<file path="src/rtl/adfp_pkg.sv">
// shared constants, types and helpers of the ascii decimal to fixed-point parser
`timescale 1ns / 1ps
package adfp_pkg;

  localparam int FRAC_BITS_DEF       = 16;
  localparam int MAX_FRAC_DIGITS_DEF = 6;
  localparam int INT_BITS_DEF        = 21;
  localparam int QUEUE_DEPTH         = 2;

  localparam logic [7:0] CH_TAB   = 8'h09;
  localparam logic [7:0] CH_CR    = 8'h0D;
  localparam logic [7:0] CH_SPACE = 8'h20;
  localparam logic [7:0] CH_COMMA = 8'h2C;
  localparam logic [7:0] CH_MINUS = 8'h2D;
  localparam logic [7:0] CH_DOT   = 8'h2E;
  localparam logic [7:0] CH_ZERO  = 8'h30;
  localparam logic [7:0] CH_NINE  = 8'h39;

  localparam logic REG_MAX_LIMIT = 1'b0;
  localparam logic REG_MIN_LIMIT = 1'b1;

  // x / 10 == (x * RECIP10) >> RECIP10_SHIFT for any 32-bit x
  localparam logic [31:0] RECIP10       = 32'hCCCCCCCD;
  localparam int          RECIP10_SHIFT = 35;

  typedef struct packed {
    logic fail;
    logic negative;
  } num_flags_t;

  function automatic logic is_space(input logic [7:0] c);
    return c inside {[CH_TAB:CH_CR], CH_SPACE};
  endfunction

  function automatic logic is_digit(input logic [7:0] c);
    return c inside {[CH_ZERO:CH_NINE]};
  endfunction

  function automatic logic [31:0] pow10(input logic [3:0] n);
    logic [31:0] p;
    case (n)
      4'd0:    p = 32'd1;
      4'd1:    p = 32'd10;
      4'd2:    p = 32'd100;
      4'd3:    p = 32'd1000;
      4'd4:    p = 32'd10000;
      4'd5:    p = 32'd100000;
      4'd6:    p = 32'd1000000;
      4'd7:    p = 32'd10000000;
      4'd8:    p = 32'd100000000;
      4'd9:    p = 32'd1000000000;
      default: p = 32'd1;
    endcase
    return p;
  endfunction

endpackage

</file>
<file path="src/rtl/adfp_queue.sv">
// small register fifo between the byte front end and the conversion back end
`timescale 1ns / 1ps
module adfp_queue import adfp_pkg::*; #(
  parameter int WIDTH = 8,
  parameter int DEPTH = QUEUE_DEPTH
) (
  input  logic             clk,
  input  logic             rst,
  input  logic             push,
  input  logic [WIDTH-1:0] push_data,
  output logic             full,
  input  logic             pop,
  output logic [WIDTH-1:0] pop_data,
  output logic             empty
);

  localparam int PTR_W = (DEPTH > 1) ? $clog2(DEPTH) : 1;
  localparam int CNT_W = $clog2(DEPTH + 1);

  logic [WIDTH-1:0] mem [DEPTH];
  logic [PTR_W-1:0] wptr;
  logic [PTR_W-1:0] rptr;
  logic [CNT_W-1:0] count;

  assign full     = (count == CNT_W'(DEPTH));
  assign empty    = (count == '0);
  assign pop_data = mem[rptr];

  always_ff @(posedge clk) begin
    if (rst) begin
      wptr  <= '0;
      rptr  <= '0;
      count <= '0;
    end else begin
      if (push) begin
        wptr <= (wptr == PTR_W'(DEPTH - 1)) ? '0 : wptr + 1'b1;
      end
      if (pop) begin
        rptr <= (rptr == PTR_W'(DEPTH - 1)) ? '0 : rptr + 1'b1;
      end
      if (push && !pop) begin
        count <= count + 1'b1;
      end else if (pop && !push) begin
        count <= count - 1'b1;
      end
    end
  end

  always_ff @(posedge clk) begin
    if (push) begin
      mem[wptr] <= push_data;
    end
  end

endmodule

</file>
<file path="src/rtl/adfp_front.sv">
// byte front end: whitespace, sign, digit and terminator parsing with the integer bound check
`timescale 1ns / 1ps
module adfp_front import adfp_pkg::*; #(
  parameter int INT_BITS        = INT_BITS_DEF,
  parameter int MAX_FRAC_DIGITS = MAX_FRAC_DIGITS_DEF,
  localparam int ACC_W          = INT_BITS + 1,
  localparam int FRAC_ACC_W     = $clog2(10 ** MAX_FRAC_DIGITS),
  localparam int CNT_W          = $clog2(MAX_FRAC_DIGITS + 1)
) (
  input  logic                       clk,
  input  logic                       rst,
  input  logic                       in_valid,
  output logic                       in_ready,
  input  logic [7:0]                 ch,
  input  logic                       restart,
  input  logic signed [INT_BITS-1:0] max_limit,
  input  logic                       queue_full,
  output logic                       push,
  output num_flags_t                 push_flags,
  output logic [ACC_W-1:0]           push_int,
  output logic [FRAC_ACC_W-1:0]      push_frac,
  output logic [CNT_W-1:0]           push_count
);

  localparam logic [2:0] PH_SKIP   = 3'd0;
  localparam logic [2:0] PH_SIGNED = 3'd1;
  localparam logic [2:0] PH_INT    = 3'd2;
  localparam logic [2:0] PH_DOT    = 3'd3;
  localparam logic [2:0] PH_FRAC   = 3'd4;
  localparam logic [2:0] PH_DONE   = 3'd5;

  localparam int MUL_W  = ACC_W + 4;
  localparam int FMUL_W = FRAC_ACC_W + 4;
  localparam int PROD_W = INT_BITS + RECIP10_SHIFT;
  localparam logic signed [INT_BITS-1:0] BOUND_TEN = INT_BITS'(10);

  logic [2:0]                 phase;
  logic [2:0]                 phase_next;
  logic                       negative;
  logic                       negative_next;
  logic [ACC_W-1:0]           int_acc;
  logic [ACC_W-1:0]           int_acc_next;
  logic signed [INT_BITS-1:0] bound_div;
  logic signed [INT_BITS-1:0] bound_div_next;
  logic [FRAC_ACC_W-1:0]      frac_acc;
  logic [FRAC_ACC_W-1:0]      frac_acc_next;
  logic [CNT_W-1:0]           frac_count;
  logic [CNT_W-1:0]           frac_count_next;

  logic [2:0]                 ph_eff;
  logic                       neg_eff;
  logic [FRAC_ACC_W-1:0]      facc_eff;
  logic [CNT_W-1:0]           fcnt_eff;
  logic                       first_digit;
  logic [3:0]                 digit;
  logic signed [INT_BITS-1:0] digit_s;
  logic signed [INT_BITS-1:0] bound_src;
  logic                       bound_bad;
  logic [PROD_W-1:0]          bound_prod;
  logic signed [INT_BITS-1:0] bound_quot;
  logic [ACC_W-1:0]           int_base;
  logic [MUL_W-1:0]           int_mul;
  logic [ACC_W-1:0]           int_sat;
  logic [FMUL_W-1:0]          frac_mul;
  logic                       accept;
  logic                       emit;
  logic                       fail;

  assign in_ready = !queue_full;
  assign accept   = in_valid && in_ready;

  // restart clears the number before this byte is looked at
  assign ph_eff   = restart ? PH_SKIP : phase;
  assign neg_eff  = restart ? 1'b0 : negative;
  assign facc_eff = restart ? '0 : frac_acc;
  assign fcnt_eff = restart ? '0 : frac_count;

  assign first_digit = (ph_eff == PH_SKIP) || (ph_eff == PH_SIGNED);
  assign digit       = ch[3:0];
  assign digit_s     = $signed({{(INT_BITS-4){1'b0}}, digit});

  // bound reloads from max_limit at the first integer digit
  assign bound_src  = first_digit ? max_limit : bound_div;
  assign bound_bad  = (bound_src < BOUND_TEN) && (bound_src < digit_s);
  assign bound_prod = PROD_W'(bound_src[INT_BITS-2:0]) * PROD_W'(RECIP10);
  assign bound_quot = $signed({1'b0, bound_prod[RECIP10_SHIFT +: INT_BITS-1]});

  assign int_base = first_digit ? '0 : int_acc;
  assign int_mul  = (MUL_W'(int_base) << 3) + (MUL_W'(int_base) << 1) + MUL_W'(digit);
  assign int_sat  = (int_mul[MUL_W-1:ACC_W] != '0) ? '1 : int_mul[ACC_W-1:0];

  assign frac_mul = (FMUL_W'(facc_eff) << 3) + (FMUL_W'(facc_eff) << 1) + FMUL_W'(digit);

  always_comb begin
    phase_next      = ph_eff;
    negative_next   = neg_eff;
    int_acc_next    = int_acc;
    bound_div_next  = restart ? max_limit : bound_div;
    frac_acc_next   = facc_eff;
    frac_count_next = fcnt_eff;
    emit            = 1'b0;
    fail            = 1'b0;
    case (ph_eff)
      PH_SKIP, PH_SIGNED: begin
        if (ph_eff == PH_SKIP && is_space(ch)) begin
          phase_next = PH_SKIP;
        end else if (ph_eff == PH_SKIP && ch == CH_MINUS) begin
          negative_next = 1'b1;
          phase_next    = PH_SIGNED;
        end else if (!is_digit(ch) || bound_bad) begin
          emit = 1'b1;
          fail = 1'b1;
        end else begin
          int_acc_next   = int_sat;
          bound_div_next = bound_quot;
          phase_next     = PH_INT;
        end
      end
      PH_INT: begin
        if (ch == CH_DOT) begin
          phase_next = PH_DOT;
        end else if (!is_digit(ch) || bound_bad) begin
          emit = 1'b1;
          fail = 1'b1;
        end else begin
          int_acc_next   = int_sat;
          bound_div_next = bound_quot;
        end
      end
      PH_DOT, PH_FRAC: begin
        if (is_digit(ch)) begin
          // digits past the kept count are checked and dropped
          if (fcnt_eff < CNT_W'(MAX_FRAC_DIGITS)) begin
            frac_acc_next   = frac_mul[FRAC_ACC_W-1:0];
            frac_count_next = fcnt_eff + 1'b1;
          end
          phase_next = PH_FRAC;
        end else if (ph_eff == PH_FRAC && (is_space(ch) || ch == CH_COMMA)) begin
          emit = 1'b1;
        end else begin
          emit = 1'b1;
          fail = 1'b1;
        end
      end
      default: begin
        phase_next = ph_eff;
      end
    endcase
    if (emit) begin
      phase_next = PH_DONE;
    end
  end

  assign push                = accept && emit;
  assign push_flags.fail     = fail;
  assign push_flags.negative = neg_eff;
  assign push_int            = int_acc;
  assign push_frac           = facc_eff;
  assign push_count          = fcnt_eff;

  always_ff @(posedge clk) begin
    if (rst) begin
      phase      <= PH_SKIP;
      negative   <= 1'b0;
      int_acc    <= '0;
      frac_acc   <= '0;
      frac_count <= '0;
    end else if (accept) begin
      phase      <= phase_next;
      negative   <= negative_next;
      int_acc    <= int_acc_next;
      frac_acc   <= frac_acc_next;
      frac_count <= frac_count_next;
    end
  end

  always_ff @(posedge clk) begin
    if (accept) begin
      bound_div <= bound_div_next;
    end
  end

endmodule

</file>
<file path="src/rtl/adfp_back.sv">
// conversion back end: fraction scaling divider, range check and output register
`timescale 1ns / 1ps
module adfp_back import adfp_pkg::*; #(
  parameter int FRAC_BITS       = FRAC_BITS_DEF,
  parameter int MAX_FRAC_DIGITS = MAX_FRAC_DIGITS_DEF,
  parameter int INT_BITS        = INT_BITS_DEF,
  localparam int ACC_W          = INT_BITS + 1,
  localparam int FRAC_ACC_W     = $clog2(10 ** MAX_FRAC_DIGITS),
  localparam int CNT_W          = $clog2(MAX_FRAC_DIGITS + 1),
  localparam int VALUE_W        = INT_BITS + FRAC_BITS
) (
  input  logic                       clk,
  input  logic                       rst,
  input  logic                       q_empty,
  output logic                       q_pop,
  input  num_flags_t                 q_flags,
  input  logic [ACC_W-1:0]           q_int,
  input  logic [FRAC_ACC_W-1:0]      q_frac,
  input  logic [CNT_W-1:0]           q_count,
  input  logic signed [INT_BITS-1:0] max_limit,
  input  logic signed [INT_BITS-1:0] min_limit,
  output logic                       out_valid,
  input  logic                       out_ready,
  output logic [VALUE_W-1:0]         out_value,
  output logic                       out_ok
);

  localparam logic B_IDLE = 1'b0;
  localparam logic B_DIV  = 1'b1;

  localparam int DIV_W  = $clog2(10 ** MAX_FRAC_DIGITS + 1);
  localparam int STEP_W = $clog2(FRAC_BITS + 1);
  localparam int CMP_W  = INT_BITS + 2;
  localparam int MAG_W  = ACC_W + FRAC_BITS;

  logic                    bstate;
  logic                    negative;
  logic [ACC_W-1:0]        int_acc;
  logic                    frac_nz;
  logic [DIV_W-1:0]        divisor;
  logic [DIV_W-1:0]        rem;
  logic [FRAC_BITS-1:0]    quot;
  logic [STEP_W-1:0]       step;

  logic                    out_free;
  logic                    div_done;
  logic                    load_out;
  logic [DIV_W:0]          rem_dbl;
  logic                    rem_ge;
  logic [DIV_W:0]          rem_sub;
  logic signed [CMP_W-1:0] lim;
  logic signed [CMP_W-1:0] int_cmp;
  logic                    bad;
  logic [MAG_W-1:0]        mag;
  logic [MAG_W-1:0]        mag_signed;

  assign out_free = !out_valid || out_ready;
  assign div_done = (step == STEP_W'(FRAC_BITS));

  // restoring division, one quotient bit a cycle; remainder stays below the divisor
  assign rem_dbl = {rem, 1'b0};
  assign rem_ge  = (rem_dbl >= {1'b0, divisor});
  assign rem_sub = rem_dbl - {1'b0, divisor};

  assign lim     = negative ? -CMP_W'(min_limit) : CMP_W'(max_limit);
  assign int_cmp = $signed({1'b0, int_acc});
  assign bad     = (lim < 0) || (int_cmp > lim) || ((int_cmp == lim) && frac_nz);

  assign mag        = {int_acc, quot};
  assign mag_signed = negative ? (~mag + 1'b1) : mag;

  assign q_pop = (bstate == B_IDLE) && !q_empty && (!q_flags.fail || out_free);

  // a new result enters the output register
  assign load_out = (bstate == B_IDLE) ? (q_pop && q_flags.fail) : (div_done && out_free);

  always_ff @(posedge clk) begin
    if (rst) begin
      bstate    <= B_IDLE;
      out_valid <= 1'b0;
    end else begin
      if (load_out) begin
        out_valid <= 1'b1;
      end else if (out_ready) begin
        out_valid <= 1'b0;
      end
      case (bstate)
        B_IDLE: begin
          if (q_pop && !q_flags.fail) begin
            bstate <= B_DIV;
          end
        end
        B_DIV: begin
          if (div_done && out_free) begin
            bstate <= B_IDLE;
          end
        end
        default: begin
          bstate <= B_IDLE;
        end
      endcase
    end
  end

  always_ff @(posedge clk) begin
    case (bstate)
      B_IDLE: begin
        if (q_pop) begin
          negative <= q_flags.negative;
          int_acc  <= q_int;
          frac_nz  <= (q_frac != '0);
          divisor  <= DIV_W'(pow10(4'(q_count)));
          rem      <= DIV_W'(q_frac);
          quot     <= '0;
          step     <= '0;
          if (q_flags.fail) begin
            out_value <= '0;
            out_ok    <= 1'b0;
          end
        end
      end
      B_DIV: begin
        if (!div_done) begin
          rem  <= rem_ge ? rem_sub[DIV_W-1:0] : rem_dbl[DIV_W-1:0];
          quot <= {quot[FRAC_BITS-2:0], rem_ge};
          step <= step + 1'b1;
        end else if (out_free) begin
          out_value <= bad ? '0 : mag_signed[VALUE_W-1:0];
          out_ok    <= !bad;
        end
      end
      default: begin
        step <= '0;
      end
    endcase
  end

endmodule

</file>
<file path="src/rtl/ascii_decimal_to_fixed_parser.sv">
// top level of the ascii decimal to signed fixed-point parser
`timescale 1ns / 1ps
// Takes the text of one decimal number a byte per request (tdata = character, tuser = restart)
// and returns one fixed-point result per number: tdata = value with FRAC_BITS fraction bits,
// tuser = ok. Leading whitespace and a '-' are allowed; the number needs integer digits, a
// '.', fraction digits and a space or ',' terminator. A bad byte returns value 0 with ok low,
// and later bytes are ignored until a request with restart high. The front end takes one byte
// every cycle while its queue (QUEUE_DEPTH numbers) has room. The back end's restoring divider
// makes one fraction bit per cycle; no new number enters until the last result is loaded, and
// failed numbers skip it. The limit registers are written through cfg_we / cfg_addr /
// cfg_wdata only while no number is in flight: the user must ensure it, the block does not.
module ascii_decimal_to_fixed_parser import adfp_pkg::*; #(
  parameter int FRAC_BITS       = FRAC_BITS_DEF,
  parameter int MAX_FRAC_DIGITS = MAX_FRAC_DIGITS_DEF,
  parameter int INT_BITS        = INT_BITS_DEF,
  localparam int VALUE_W        = INT_BITS + FRAC_BITS,
  localparam int OUT_DATA_W     = ((VALUE_W + 7) / 8) * 8
) (
  input  logic                  clk,
  input  logic                  rst,
  input  logic                  s_axis_tvalid,
  output logic                  s_axis_tready,
  input  logic [7:0]            s_axis_tdata,   // [7:0] ch
  input  logic                  s_axis_tuser,   // [0] restart
  output logic                  m_axis_tvalid,
  input  logic                  m_axis_tready,
  output logic [OUT_DATA_W-1:0] m_axis_tdata,   // [VALUE_W-1:0] value, zero padded
  output logic                  m_axis_tuser,   // [0] ok
  input  logic                  cfg_we,
  input  logic                  cfg_addr,
  input  logic [INT_BITS-1:0]   cfg_wdata
);

  localparam int ACC_W      = INT_BITS + 1;
  localparam int FRAC_ACC_W = $clog2(10 ** MAX_FRAC_DIGITS);
  localparam int CNT_W      = $clog2(MAX_FRAC_DIGITS + 1);
  localparam int Q_W        = $bits(num_flags_t) + ACC_W + FRAC_ACC_W + CNT_W;

  logic signed [INT_BITS-1:0] max_limit;
  logic signed [INT_BITS-1:0] min_limit;

  logic                  push;
  num_flags_t            push_flags;
  logic [ACC_W-1:0]      push_int;
  logic [FRAC_ACC_W-1:0] push_frac;
  logic [CNT_W-1:0]      push_count;
  logic                  queue_full;
  logic                  queue_empty;
  logic                  q_pop;
  logic [Q_W-1:0]        q_wdata;
  logic [Q_W-1:0]        q_rdata;
  num_flags_t            q_flags;
  logic [ACC_W-1:0]      q_int;
  logic [FRAC_ACC_W-1:0] q_frac;
  logic [CNT_W-1:0]      q_count;
  logic [VALUE_W-1:0]    value;

  always_ff @(posedge clk) begin
    if (rst) begin
      max_limit <= {1'b0, {(INT_BITS-1){1'b1}}};
      min_limit <= {1'b1, {(INT_BITS-1){1'b0}}};
    end else if (cfg_we) begin
      case (cfg_addr)
        REG_MAX_LIMIT: max_limit <= cfg_wdata;
        REG_MIN_LIMIT: min_limit <= cfg_wdata;
        default: begin
          max_limit <= max_limit;
        end
      endcase
    end
  end

  adfp_front #(
    .INT_BITS        (INT_BITS),
    .MAX_FRAC_DIGITS (MAX_FRAC_DIGITS)
  ) u_front (
    .clk        (clk),
    .rst        (rst),
    .in_valid   (s_axis_tvalid),
    .in_ready   (s_axis_tready),
    .ch         (s_axis_tdata),
    .restart    (s_axis_tuser),
    .max_limit  (max_limit),
    .queue_full (queue_full),
    .push       (push),
    .push_flags (push_flags),
    .push_int   (push_int),
    .push_frac  (push_frac),
    .push_count (push_count)
  );

  assign q_wdata = {push_flags, push_int, push_frac, push_count};

  adfp_queue #(
    .WIDTH (Q_W),
    .DEPTH (QUEUE_DEPTH)
  ) u_queue (
    .clk       (clk),
    .rst       (rst),
    .push      (push),
    .push_data (q_wdata),
    .full      (queue_full),
    .pop       (q_pop),
    .pop_data  (q_rdata),
    .empty     (queue_empty)
  );

  assign {q_flags, q_int, q_frac, q_count} = q_rdata;

  adfp_back #(
    .FRAC_BITS       (FRAC_BITS),
    .MAX_FRAC_DIGITS (MAX_FRAC_DIGITS),
    .INT_BITS        (INT_BITS)
  ) u_back (
    .clk       (clk),
    .rst       (rst),
    .q_empty   (queue_empty),
    .q_pop     (q_pop),
    .q_flags   (q_flags),
    .q_int     (q_int),
    .q_frac    (q_frac),
    .q_count   (q_count),
    .max_limit (max_limit),
    .min_limit (min_limit),
    .out_valid (m_axis_tvalid),
    .out_ready (m_axis_tready),
    .out_value (value),
    .out_ok    (m_axis_tuser)
  );

  assign m_axis_tdata = OUT_DATA_W'(value);

endmodule

</file>
<file path="config.mk">
export PLATFORM = sky130hd
export DESIGN_NAME = ascii_decimal_to_fixed_parser
export DESIGN_NICKNAME = d
export VERILOG_FILES = /design/src/rtl/adfp_pkg.sv /design/src/rtl/adfp_queue.sv /design/src/rtl/adfp_front.sv /design/src/rtl/adfp_back.sv /design/src/rtl/ascii_decimal_to_fixed_parser.sv
export SDC_FILE = /design/constraint.sdc
export NUM_CORES = 1
export LEC_CHECK = 0
export BUFFER_PORTS_ARGS = -buffer_cell sky130_fd_sc_hd__buf_2
export CORE_UTILIZATION = 33
export CTS_CLUSTER_DIAMETER = 120
export DETAILED_ROUTE_END_ITERATION = 7
export PLACE_DENSITY = 0.52
export SLEW_MARGIN = 20
export SYNTH_ARGS = -nofsm -noshare
export SYNTH_HDL_FRONTEND = slang
export SYNTH_SLANG_ARGS = --single-unit
export TNS_END_PERCENT = 20
</file>
<file path="constraint.sdc">
create_clock -name clk -period 19.3 [get_ports clk]
set_clock_uncertainty 0.05 [all_clocks]
set_input_delay 0 -clock clk [delete_from_list [all_inputs] [get_ports clk]]
set_output_delay 0 -clock clk [all_outputs]
set_load 0.02 [all_outputs]
</file>
==> out/metrics.cfg, run 1 <==
[synthesis]
syn-mean-instance-area_sq_um = 10.1
synth_area_leaders = edfxtp_1, ha_1, fa_1
synth_edf_count = 234
ys_seq_elements = 332
ys_types = 84
synth-main-ff-cell = edfxtp_1
synthArstFlopShare_pct = 0
synthesis.area_sq_um = 25400
yosysSeqAreaShare_pct = 35.4
yosys.area.top_type = edfxtp_1
post_synth_inst_count = 2503
yosysTopAreaCellShare_pct = 27.7
yosysWarningCount = 0

[detailed_routing]
firstDrtPassIters = 5
wire_per_inst_microns = 18.1
first_iter_violations = 882
routed_via_density = 5.01
drtAntennaViolNets = 0
finalWirelength_microns = 65900
vias = 18300
drc = 0

[sta]
slew_viol_final = 0
setup_viol = 0
maxSlewHeadroom_pct = 36.7
period_share_pct = 44.7
fin_crit_ns = 8.62
setup_tns_ns = 0
fmax_ghz = 0.116
hold-worst-slack_ns = 0.0546
report.final.hold_viol_count = 0
worst_pin_slew_ns = 0.923
rsz0062_at_grt = false

[worst_setup_path]
crit_type = reg -> reg
startpoint_type = register
end_kind = register
ff2ff_setup_slack_ns = 10.68
cp_max_fo = 19
cp.arrival_ns = 8.84
crit_required_ns = 19.52

[clock_network]
cts_buffer_depth = 3
clk-insertion-delay-late_ns = 0.54
htreeDepth = 2
cts_root_buffer = clkbuf_16
cts_num_sinks = 332
cts_tree = built
path_clk_slew_ns = 0.07
cts_resized = 0
cts_buffers = 36

[place]
dp.cells = 3548
globalplace.congestion = 0.910
dpl_cell_area_sq_um = 27000
portBuffers = 75
place.detailed.hpwl_microns = 52300

[global_route]
first_global_vias = 18900
grt-ovfl-total = 0
antenna_found_initial = 5
grt_max_degree = 68
grt_first_pass_wirelength_microns = 105000
grt.total_usage_pct = 17.0

[floorplan]
start_util_pct = 33.4
die_h_microns = 279
std_cell_rows = 101
core_area_sq_um = 76100
die_x_microns = 279
io_pins = 79
die_area_sq_um = 78000

[finish]
area_delta_synth_final_pct = 12.5
stdcell_area_sq_um = 28500
drive_gt1_share_pct = 8.66
layout_common_cells = ha_1, inv_1, edfxtp_1
final_cells = 3653
final_common_cell = ha_1
nets = 3075

[job]
max_cap_violations = 0

[worst_hold_path]
hold_path.class = in -> reg

[outcome]
outcome = finished, final reports clean

[path summary, 6_finish.rpt]
check / endpoint / from / cells past startpoint
max: u_front.bound_div[9] / u_front.phase[1] / 27
min reg2reg: u_front.frac_acc[12] / u_front.frac_acc[12] / 1
min: max_limit[20] / cfg_we / 5
max reg2reg: u_front.bound_div[9] / u_front.phase[1] / 27
[worst max-delay path, cell delays in order (launching register included)]
cell and delay [ns]:
dfxtp_1 0.54, o21ba_2 0.53, mux2i_1 0.24, buf_4 0.19, inv_1 0.09, ha_1 0.30, inv_1 0.06, fa_1 0.54
inv_1 0.10, fa_1 0.57, inv_1 0.08, fa_1 0.57, inv_1 0.08, fa_1 0.55, inv_1 0.06, fa_1 0.46
fa_1 0.51, inv_1 0.05, ha_1 0.34, a21o_1 0.19, a211oi_1 0.24, o22ai_1 0.12, nor3_1 0.21, a2bb2oi_1 0.46
a31oi_1 0.31, or2_2 0.38, a2111o_1 0.42, o221a_1 0.12
[state kept, by name, indices dropped and copies added, names as in the netlist, 2 cells and up, named ones only]
name,cells
u_back.step,5
u_back.rem,20
u_front.bound_div,21
u_back.out_value,37
u_front.frac_acc,20
min_limit,21
u_queue.count,2
u_queue.mem,94
u_back.int_acc,22
u_front.phase,3
max_limit,21
u_front.push_int,22
u_back.divisor,16
u_back.quot,16
u_front.frac_count,3
[kinds of logic (layout without fill, tap and decap cells)]
kind of cell,count (synthesis),after routing,share of synthesized area (%)
AOI/OAI and AO/OA,449,449,11.9
xor gates and xnor gates,121,121,4.18
adders and majority gates,445,445,25.7
buffers and inverters,378,495,5.65
DFF,332,332,35.4
muxes,97,97,4.01
other,1,4,0.0148
and+or+nand+nor,680,680,13.1
[cell type report]
class | instances | area [sq um]
Fill cell | 7605 | 47500
Multi-Input combinational cell | 1795 | 15000
Sequential cell | 332 | 8990
Tap cell | 1030 | 1290
Inverter | 291 | 1090
Clock buffer | 54 | 1070
Timing Repair Buffer | 138 | 961
Clock inverter | 12 | 109
Antenna cell | 1 | 2.50
[cells in the mapped netlist (41+ instances only)]
cell,number
fa_1,128
nor2_1,152
mux2i_1,60
edfxtp_1,234
nand2_1,206
inv_1,289
ha_1,317
clkbuf_1,70
o21ai_0,51
dfxtp_1,98
nor2b_1,59
xor2_1,66
nor3_1,41
and2_1,49
nand3_1,55
a21oi_1,145
xnor2_1,55
[per-layer routing]
metal	share of wire, %	wire length [microns]	GRT usage, %
met5	0.050	33	0
met4	3.5	2330	6.30
met3	4.2	2770	2.29
met2	46	30500	28.0
met1	46	30300	22.8
[stage by stage]
step                util, %  setup WS, ns
floorplan                 -         11.73
global placement       35.4         10.82
detailed placement     35.4         10.79
CTS                    37.5         10.69
global route           37.5         10.28
finish                 37.5         10.68
[repair_timing]
action,4_1_cts,5_1_grt
hold buffers,37,0
buffers inserted,0,0
hold endpoints to repair,65,0
Power of run 1 is left out: the tool's default activity adds up to more than one toggle a clock period on the data nets, which glitch-free logic cannot reach.
==> run 2, diff against run 1 <==
Settings changed: PLACE_DENSITY 0.52 to 0.53.
Clock period 19.3 ns to 7.19 ns, I/O delays scaled along.
==> out/metrics.cfg, run 2 (synthesis results as in run 1) <==
[finish]
layout_common_cells = ha_1, inv_1, edfxtp_1  ; unchanged
nets = 3241  ; was 3075
area_delta_synth_final_pct = 19.6  ; was 12.5%
antenna_cells = 0  ; was 1
final_common_cell = ha_1  ; unchanged
largest_register_ffs = 94  ; unchanged
reg_top3 = u_queue.mem x94, u_back.out_value x37  ; unchanged
regMostFlops = u_queue.mem  ; unchanged
stdcell_area_sq_um = 30300  ; was 28500 sq um
drive_gt1_share_pct = 17.5  ; was 8.66%

[worst_setup_path]
startpoint_type = register  ; unchanged
ff2ff_setup_slack_ns = 0.08  ; was 10.68 ns
crit_required_ns = 7.45  ; was 19.52 ns
cp_max_fo = 8  ; was 19
reg2reg_from = u_front.phase[1]  ; unchanged
max_stage_delay_ns = 0.58  ; was 0.57 ns
r2r-end = u_front.bound_div[9]  ; unchanged
crit_type = reg -> reg  ; unchanged
cp.arrival_ns = 7.38  ; was 8.84 ns
cp_slowest_cell = fa_2  ; was fa_1
end_kind = register  ; unchanged
crit_path_frequent_cell = inv_2  ; was inv_1
ff2ff_path_depth = 27  ; unchanged

[worst_hold_path]
min-delay-start = s_axis_tvalid  ; was cfg_we
hold_path.class = in -> reg  ; unchanged
hold_depth = 4  ; was 5
hold_end = u_front.frac_count[2]  ; was max_limit[20]

[sta]
maxSlewHeadroom_pct = 36.5  ; was 36.7%
slew_viol_final = 0  ; unchanged
fin_crit_ns = 7.11  ; was 8.62 ns
worst_slack_ns = 0.0772  ; was 10.68 ns
setup_viol = 0  ; unchanged
worst_pin_slew_ns = 0.949  ; was 0.923 ns
rsz0062_at_grt = true  ; was false
fmax_ghz = 0.141  ; was 0.116 GHz
period_share_pct = 98.9  ; was 44.7%
report.final.hold_viol_count = 0  ; unchanged

[global_route]
grt-ovfl-total = 0  ; unchanged
first_global_vias = 19000  ; was 18.9k
grt_max_degree = 67  ; was 68
grt_first_pass_wirelength_microns = 106000  ; was 105000 microns
grt.total_usage_pct = 17.4  ; was 17.0%
antenna_found_initial = 5  ; unchanged

[clock_network]
htreeDepth = 2  ; unchanged
path_clk_slew_ns = 0.07  ; about the same
cts_root_buffer = clkbuf_16  ; unchanged
cts_buffer_depth = 3  ; unchanged
cts_buffers = 36  ; unchanged
cts_num_sinks = 332  ; unchanged
cts_tree = built  ; unchanged
clk-insertion-delay-late_ns = 0.57  ; was 0.54 ns

[detailed_routing]
routed_via_density = 4.93  ; was 5.01
drc = 0  ; unchanged
drtAntennaViolNets = 0  ; unchanged
firstDrtPassIters = 5  ; unchanged
first_iter_violations = 1042  ; was 882
finalWirelength_microns = 67800  ; was 65900 microns
vias = 18800  ; was 18.3k
wire_per_inst_microns = 17.8  ; was 18.1 microns

[floorplan]
core_area_sq_um = 76100  ; unchanged
die_h_microns = 279  ; unchanged
die_x_microns = 279  ; unchanged
std_cell_rows = 101  ; unchanged
io_pins = 79  ; unchanged
start_util_pct = 33.4  ; unchanged
die_area_sq_um = 78000  ; unchanged

[place]
globalplace.congestion = 0.947  ; was 0.910
dpl_cell_area_sq_um = 28200  ; was 27000 sq um
portBuffers = 75  ; unchanged
pre_cts_ws_ns = -0.502  ; was 10.79 ns
place.detailed.hpwl_microns = 54500  ; was 52300 microns

[job]
max_cap_violations = 0  ; unchanged

[outcome]
outcome = finished, final reports clean  ; unchanged

-- run 2: changes by cell type in the layout (fill, tap and decap cells not counted), sizes merged --
cell / before / now
inv: 292 / 293
bufinv: 1 / 2
dlygate4sd3: 37 / 32
bufbuf: 0 / 1
buf: 101 / 271
diode: 1 / 0
clkbuf: 54 / 48
clkinv: 7 / 11
-- run 2: routing by layer --
metal	share of wire, %	track usage [%]	wire [microns]	up-vias
li1	-	-	-	9314
met3	3.7	2.04	2510	85
met2	46	28.6	31500	363
met5	0.056	0	38	-
met4	2.2	4.65	1500	6
met1	48	24.0	32300	9059
-- run 2: worst max-delay path by stage --
| stage | from | to | cells past startpoint |
|---|---|---|---|
| after floorplan | u_front.phase[2] | u_front.bound_div[9] | 28 |
| after global placement | u_front.phase[1] | u_front.bound_div[9] | 27 |
| after detailed placement | u_front.phase[1] | u_front.bound_div[15] | 24 |
| after CTS | u_front.phase[2] | u_front.bound_div[9] | 28 |
| after global routing | u_front.phase[1] | u_front.bound_div[9] | 27 |
| final | u_front.phase[1] | u_front.bound_div[9] | 27 |
-- run 2: final cells by class --
cell class	instances	area, sq um
Clock inverter	18	196
Inverter	291	1090
Multi-Input combinational cell	1795	15500
Fill cell	7460	45700
Timing Repair Buffer	304	2250
Sequential cell	332	8990
Clock buffer	48	996
Tap cell	1030	1290
-- run 2: per-stage QoR --
| step | hold slack [ns] | utilization [%] | TNS (ns) | cells |
|---|---|---|---|---|
| floorplan | 0.0740 | - | 0 | 2505 |
| global placement | 0.204 | 37.0 | -2.56 | 3705 |
| detailed placement | 0.210 | 37.0 | -4.94 | 3705 |
| CTS | 0.00752 | 39.3 | 0 | 3810 |
| global route | 0.0647 | 39.9 | -1.32 | 3818 |
| finish | 0.00606 | 39.9 | 0 | 3818 |
-- run 2: timing repair --
item,in CTS,in global routing
hold buffers,32,0
hold endpoints to repair,52,0
buffers inserted,5,9
pin swaps,13,31
gates cloned,2,0
gates resized for setup,37,77
endpoints found under the setup margin,16,16
-- run 2: worst max-delay path: cells and delay by family, from the launching register on --
| family | cells | cell delay (ns) |
|---|---|---|
| and+or+nand+nor | 2 | 0.38 |
| adders and majority gates | 8 | 3.61 |
| buffers and inverters | 8 | 0.52 |
| muxes | 1 | 0.28 |
| DFF | 1 | 0.35 |
| AOI/OAI and AO/OA | 8 | 1.67 |
Power of run 2 is left out for the same reason.
